## config.mk

```make
export PLATFORM = sky130hd
export DESIGN_NAME = command_frame_deframer_top
export DESIGN_NICKNAME = d
export VERILOG_FILES = /design/src/hw/rtl/cfd_pkg.sv /design/src/hw/rtl/cfd_parser.sv /design/src/hw/rtl/cfd_out_stage.sv /design/src/hw/rtl/command_frame_deframer_top.sv
export SDC_FILE = /design/constraint.sdc
export NUM_CORES = 1
export LEC_CHECK = 0
export BUFFER_PORTS_ARGS = -buffer_cell sky130_fd_sc_hd__buf_4
export CORE_MARGIN = 2
export CORE_UTILIZATION = 59
export CTS_CLUSTER_SIZE = 40
export DETAILED_ROUTE_END_ITERATION = 10
export PLACE_DENSITY = 0.88
export SETUP_SLACK_MARGIN = 0.15
export SLEW_MARGIN = 20
export SYNTH_ARGS = -nofsm -noshare
export SYNTH_HDL_FRONTEND = slang
export SYNTH_SLANG_ARGS = --single-unit
export TNS_END_PERCENT = 50
```

## constraint.sdc

```tcl
create_clock -name clk_i -period 3.4 [get_ports clk_i]
set_input_delay 0.51 -clock clk_i [delete_from_list [all_inputs] [get_ports clk_i]]
set_output_delay 0.51 -clock clk_i [all_outputs]
set_load 0.01 [all_outputs]
```

## src/hw/rtl/cfd_pkg.sv

```systemverilog
// Shared types and constants for the command frame deframer.
package cfd_pkg;

  localparam logic [7:0] HdrByte  = 8'hAB;
  localparam logic [7:0] LenByte  = 8'h02;
  localparam logic [7:0] TailByte = 8'h55;

  typedef enum logic [1:0] {
    PhHeader  = 2'd0,
    PhLength  = 2'd1,
    PhPayload = 2'd2,
    PhTail    = 2'd3
  } phase_e;

  typedef enum logic {
    CmdByte = 1'b0,
    CmdRead = 1'b1
  } cmd_e;

  // One request held in the input register.
  typedef struct packed {
    cmd_e       cmd;
    logic [7:0] rx_byte;
  } req_t;

  // Mailbox contents as seen by a read request.
  typedef struct packed {
    logic       full;
    logic [7:0] code;
    logic [7:0] value;
  } mbox_t;

endpackage

```

## src/hw/rtl/cfd_parser.sv

```systemverilog
// Frame parser state machine, payload store and command mailbox.
module cfd_parser import cfd_pkg::*; (
  input  logic  clk_i,
  input  logic  rst_ni,
  input  logic  step_i,
  input  req_t  req_i,
  output mbox_t mbox_o
);

  phase_e     phase_q, phase_d;
  logic       idx_q, idx_d;
  logic [7:0] pay_q [2];
  logic       pay_we;
  logic       mbox_load;
  mbox_t      mbox_q, mbox_d;
  logic       is_byte;
  logic [7:0] b;

  assign is_byte = step_i && (req_i.cmd == CmdByte);
  assign b       = req_i.rx_byte;

  // Next phase.
  always_comb begin
    phase_d = phase_q;
    if (is_byte) begin
      unique case (phase_q)
        PhHeader: begin
          if (b == HdrByte) phase_d = PhLength;
        end
        PhLength: begin
          if (b == LenByte)      phase_d = PhPayload;
          else if (b == HdrByte) phase_d = PhLength;
          else                   phase_d = PhHeader;
        end
        PhPayload: begin
          if (idx_q) phase_d = PhTail;
        end
        PhTail: begin
          if (b == TailByte)     phase_d = PhHeader;
          else if (b == HdrByte) phase_d = PhLength;
          else                   phase_d = PhHeader;
        end
        default: phase_d = PhHeader;
      endcase
    end
  end

  // Phase-dependent actions.
  always_comb begin
    pay_we    = 1'b0;
    mbox_load = 1'b0;
    idx_d     = idx_q;
    if (is_byte) begin
      unique case (phase_q)
        PhLength: begin
          if (b == LenByte) idx_d = 1'b0;
        end
        PhPayload: begin
          pay_we = 1'b1;
          idx_d  = ~idx_q;
        end
        PhTail: begin
          mbox_load = (b == TailByte);
        end
        default: ;
      endcase
    end
  end

  always_comb begin
    mbox_d = mbox_q;
    if (mbox_load) begin
      mbox_d.full  = 1'b1;
      mbox_d.code  = pay_q[0];
      mbox_d.value = pay_q[1];
    end else if (step_i && (req_i.cmd == CmdRead)) begin
      mbox_d.full = 1'b0;
    end
  end

  always_ff @(posedge clk_i or negedge rst_ni) begin
    if (!rst_ni) begin
      phase_q <= PhHeader;
      idx_q   <= 1'b0;
      mbox_q  <= '0;
    end else begin
      phase_q <= phase_d;
      idx_q   <= idx_d;
      mbox_q  <= mbox_d;
    end
  end

  // Payload store: written before any tail can read it, so no reset.
  always_ff @(posedge clk_i) begin
    if (pay_we) pay_q[idx_q] <= b;
  end

  assign mbox_o = mbox_q;

endmodule

```

## src/hw/rtl/cfd_out_stage.sv

```systemverilog
// Result register holding one mailbox report until the sink takes it.
module cfd_out_stage import cfd_pkg::*; (
  input  logic  clk_i,
  input  logic  rst_ni,
  input  logic  load_i,
  input  mbox_t data_i,
  output logic  free_o,
  input  logic  ready_i,
  output logic  valid_o,
  output mbox_t data_o
);

  logic  valid_q;
  mbox_t data_q;

  assign free_o = !valid_q || ready_i;

  always_ff @(posedge clk_i or negedge rst_ni) begin
    if (!rst_ni) begin
      valid_q <= 1'b0;
    end else if (free_o) begin
      valid_q <= load_i;
    end
  end

  always_ff @(posedge clk_i) begin
    if (load_i && free_o) data_q <= data_i;
  end

  assign valid_o = valid_q;
  assign data_o  = data_q;

endmodule

```

## src/hw/rtl/command_frame_deframer_top.sv

```systemverilog
// Top level of the command frame deframer: input register, parser, result register.
//
//  Channel  Dir  tdata                               tuser
//  s_axis   in   [7:0] rx_byte                       [0] cmd (0 byte, 1 read)
//  m_axis   out  [7:0] command_code, [15:8] value    [0] new_command
//
// One request a cycle: a request lands in the input register, is parsed from it by
// the parser, and a read request's report lands in the result register. Byte
// requests give no result. Reset clears the frame phase, the mailbox and both valid
// flags. A stalled sink holds only read requests; byte requests keep flowing past a
// waiting result.
module command_frame_deframer_top import cfd_pkg::*; (
  input  logic        clk_i,
  input  logic        rst_ni,
  input  logic        s_axis_tvalid_i,
  output logic        s_axis_tready_o,
  input  logic [7:0]  s_axis_tdata_i,   // [7:0] rx_byte
  input  logic        s_axis_tuser_i,   // [0] cmd
  output logic        m_axis_tvalid_o,
  input  logic        m_axis_tready_i,
  output logic [15:0] m_axis_tdata_o,   // [7:0] command_code, [15:8] command_value
  output logic        m_axis_tuser_o    // [0] new_command
);

  logic  in_valid_q;
  req_t  req_q;
  logic  out_free;
  logic  adv;
  mbox_t mbox;
  mbox_t out_data;

  // Advance the held request unless it is a read facing a full result register.
  assign adv             = in_valid_q && ((req_q.cmd == CmdByte) || out_free);
  assign s_axis_tready_o = !in_valid_q || adv;

  always_ff @(posedge clk_i or negedge rst_ni) begin
    if (!rst_ni) begin
      in_valid_q <= 1'b0;
    end else if (s_axis_tready_o) begin
      in_valid_q <= s_axis_tvalid_i;
    end
  end

  // Hold the payload of the request; no reset needed.
  always_ff @(posedge clk_i) begin
    if (s_axis_tready_o && s_axis_tvalid_i) begin
      req_q.cmd     <= cmd_e'(s_axis_tuser_i);
      req_q.rx_byte <= s_axis_tdata_i;
    end
  end

  cfd_parser u_parser (
    .clk_i  (clk_i),
    .rst_ni (rst_ni),
    .step_i (adv),
    .req_i  (req_q),
    .mbox_o (mbox)
  );

  cfd_out_stage u_out (
    .clk_i   (clk_i),
    .rst_ni  (rst_ni),
    .load_i  (adv && (req_q.cmd == CmdRead)),
    .data_i  (mbox),
    .free_o  (out_free),
    .ready_i (m_axis_tready_i),
    .valid_o (m_axis_tvalid_o),
    .data_o  (out_data)
  );

  assign m_axis_tuser_o = out_data.full;
  assign m_axis_tdata_o = {out_data.value, out_data.code};

`ifndef SYNTH
  // A read request always leaves the mailbox flag clear.
  a_read_clears: assert property (@(posedge clk_i) disable iff (!rst_ni)
    (adv && (req_q.cmd == CmdRead)) |=> !mbox.full)
    else $error("mailbox flag still set after read");

  // Only a byte request can set the mailbox flag.
  a_full_by_byte: assert property (@(posedge clk_i) disable iff (!rst_ni)
    $rose(mbox.full) |-> $past(adv && (req_q.cmd == CmdByte)))
    else $error("mailbox flag set without a byte request");

  // Input is back-pressured only while a held read faces a full result register.
  a_stall_held: assert property (@(posedge clk_i) disable iff (!rst_ni)
    !s_axis_tready_o |-> (in_valid_q && (req_q.cmd == CmdRead) && m_axis_tvalid_o))
    else $error("input stalled without a blocked read");
`endif

endmodule

```

==> flow_metrics.env <==
export IMPL_max_freq_ghz=0.429
export IMPL_route_vias_total=1117
export IMPL_cts_root_buffer="clkbuf_8"
export IMPL_p_per_area_nw_per_um2=594
export IMPL_clock_skew_ns=0.00472
export IMPL_ant_nets=0
export IMPL_start_kind="register"
export IMPL_drtIter0Drc=54
export IMPL_cts_clk_slew_worst_paths_ns=0.07
export IMPL_crit_type="register to register"
export IMPL_die_h_um=65.3
export IMPL_grt_ovfl_total=0
export IMPL_fin_cells=207
export IMPL_worstPathMaxFanout=17
export IMPL_grt_pass1_vias=1171
export IMPL_hold_violations=0
export IMPL_numCtsBuffers=9
export IMPL_h_tree_depth=3
export IMPL_status="complete, no violations"
export IMPL_cts_num_sinks=64
export IMPL_rr_startpoint="req_q[3]$_DFFE_PP_"
export IMPL_synthCells=112
export IMPL_grt_first_pass_wirelength_um=5480
export IMPL_worstSkewPairLatency_ns=0.33
export IMPL_numPortBuffers=31
export IMPL_worst_path_max_delay_cell="nor4_4"
export IMPL_cts_hold_buf=0
export IMPL_drv_cap=0
export IMPL_setup_worst_path_start="req_q[3]$_DFFE_PP_"
export IMPL_core_um2=3630
export IMPL_synth_top_area_share_pct=56.9
export IMPL_hold_path_class="primary input to async pin"
export IMPL_critical_path_max_stage_delay_ns=0.77
export IMPL_reg2reg_depth=3
export IMPL_dieArea_um2=4260
export IMPL_maxSlewViolCount=0
export IMPL_yosysWarnings=0
export IMPL_worstSetupEndpointType="register"
export IMPL_dp_hpwl_um=2240
export IMPL_cts_resized=0
export IMPL_post_cts_setup_buffer_count=0
export IMPL_ys_ff_latch=64
export IMPL_diodes=0
export IMPL_avgSynthCellArea_um2=19.8
export IMPL_first_pass_iters=4
export IMPL_yosys_top_cells_area="edfxtp_1, dfrtp_1, mux2_2, nand2b_1, nor4_4"
export IMPL_cts_tree="built"
export IMPL_grt_usage_pct=18.8
export IMPL_start_util_pct=61.0
export IMPL_cp_cell_sequence="or4b_4, nor4_4, mux2_2"
export IMPL_fillCellCount=224
export IMPL_place_congestion=0.926
export IMPL_syn_num_nets=125
export IMPL_place_inst=191
export IMPL_post_route_period_util_pct=68.5
export IMPL_ys_seq_area_share_pct=81.8
export IMPL_clockBufferDepth=2
export IMPL_num_rows=22
export IMPL_setup_viol=0
export IMPL_grt_max_degree=23
export IMPL_setup_tns_ns=0
export IMPL_power_leakage_nw=1.12
export IMPL_grt_antenna_before_repair=0
export IMPL_netlist_cell_type_count=25
export IMPL_tightest_slew_ns=1.01
export IMPL_vias_per_cell=5.40
export IMPL_wl_per_cell_um=16.0
export IMPL_rrSetupSlack_ns=1.07
export IMPL_fin_nets=167
export IMPL_critPathRequiredTime_ns=3.61
export IMPL_yosysTopAreaCell="edfxtp_1"
export IMPL_fin_crit_ns=2.33
export IMPL_totalWireLength_um=3320
export IMPL_finalPower_mw=1.62
export IMPL_io_pins=32
export IMPL_drc=0
export IMPL_relSlewSlack_pct=32.2
export IMPL_ir_drop_mv=0.345
export IMPL_arrival_ns=2.54
export IMPL_area_growth_pct=23.2
export IMPL_synth_area_um2=2220
export IMPL_rsz0062_at_grt="false"
export IMPL_die_x_um=65.3
export IMPL_drive_gt1_share_pct=44.0
[area by class of cell]
type	instances	area (um^2)	share of cell area, %
clock buffers	10	138	5.04
inverters	1	3.75	0.137
repair buffers	32	240	8.80
flip-flops and latches	64	1810	66.4
clock inverters	6	82.6	3.02
multi-input cells	46	394	14.4
well taps	48	60.1	2.20
[cells by family after synthesis]
family | count (synthesis) | share of synthesized area [%]
compound gates | 6 | 1.86
flops | 64 | 81.8
simple gates | 24 | 7.57
buf+inv | 2 | 0.677
mux | 16 | 8.13
[metrics by stage]
step / hold WS (ns) / instance area (um^2) / worst slack (ns) / util (%)
after floorplan: 0.214 / 2220 / 1.45 / -
after global placement: 0.408 / 2500 / 1.14 / 68.9
after detailed placement: 0.418 / 2500 / 1.04 / 68.9
after CTS: 0.0552 / 2730 / 1.03 / 75.0
after global routing: 0.0621 / 2730 / 0.905 / 75.1
final: 0.0544 / 2730 / 1.07 / 75.1
[layer usage]
| metal | GRT usage (%) | vias to the layer above | part of all wire (%) |
|---|---|---|---|
| li1 | - | 515 | - |
| met1 | 20.4 | 547 | 37 |
| met2 | 30.4 | 44 | 54 |
| met3 | 9.25 | 11 | 6.6 |
| met4 | 9.90 | 0 | 2.4 |
| met5 | 0 | - | 0 |
[worst max-delay path, delay by kind of cell, from the launching register on]
kind | cells | cell delay [ns]
simple gates | 2 | 1.35
flops | 1 | 0.42
mux | 1 | 0.43
[cells in the final DEF (no fill, tap or decap), drive strengths merged, types with 2 or more instances in the layout]
cell	instances
edfxtp	42
buf	32
dfrtp	22
mux2	16
clkbuf	10
nand2b	5
nand2	3
clkinv	3
or2	2
nor2	2
nor2b	2
o22ai	2
bufinv	2
or4b	2
[power by group]
part	leakage (nW)	switching [mW]	total, mW	internal (mW)
sequential	0.691	0.0142	0.866	0.852
combinational	0.313	0.0287	0.0565	0.0278
clock	0.112	0.270	0.698	0.428
[final timing paths]
kind                                                   end
max                         u_parser.mbox_o[9]$_DFFE_PN0P_
min                        u_parser.phase_q[0]$_DFFE_PN0P_
max reg2reg                 u_parser.mbox_o[9]$_DFFE_PN0P_
min reg2reg                     u_out.data_o[10]$_DFFE_PP_
max in group asynchronous  u_parser.mbox_o[11]$_DFFE_PN0P_
min in group clk_i                      req_q[0]$_DFFE_PP_
[synthesized netlist by cell type]
| cell type | instances |
|---|---|
| nor3_1 | 1 |
| o22ai_1 | 2 |
| and4_1 | 1 |
| nand2_1 | 3 |
| and2_1 | 1 |
| or4b_4 | 1 |
| or4b_1 | 1 |
| nand3b_1 | 1 |
| nand3_1 | 1 |
| or2_2 | 2 |
| a31o_2 | 1 |
| o2bb2ai_1 | 1 |
| o21ai_0 | 1 |
| nor4b_1 | 1 |
| nor2_1 | 2 |
| nand4_1 | 1 |
| buf_6 | 1 |
| nand2b_1 | 5 |
| dfrtp_1 | 22 |
| a31oi_1 | 1 |
| nor2b_1 | 2 |
| mux2_2 | 16 |
| inv_1 | 1 |
| nor4_4 | 1 |
| edfxtp_1 | 42 |
[flip-flops by register name, indices dropped and copies added (netlist names), named ones only]
register	cells
u_parser.idx_q	1
u_out.data_o	17
u_out.valid_o	1
u_parser.mbox_o	17
req_q	9
u_parser.phase_q	1
in_valid_q	1
u_parser.pay_q	16
Note: power is estimated with default switching activity, not from simulation.
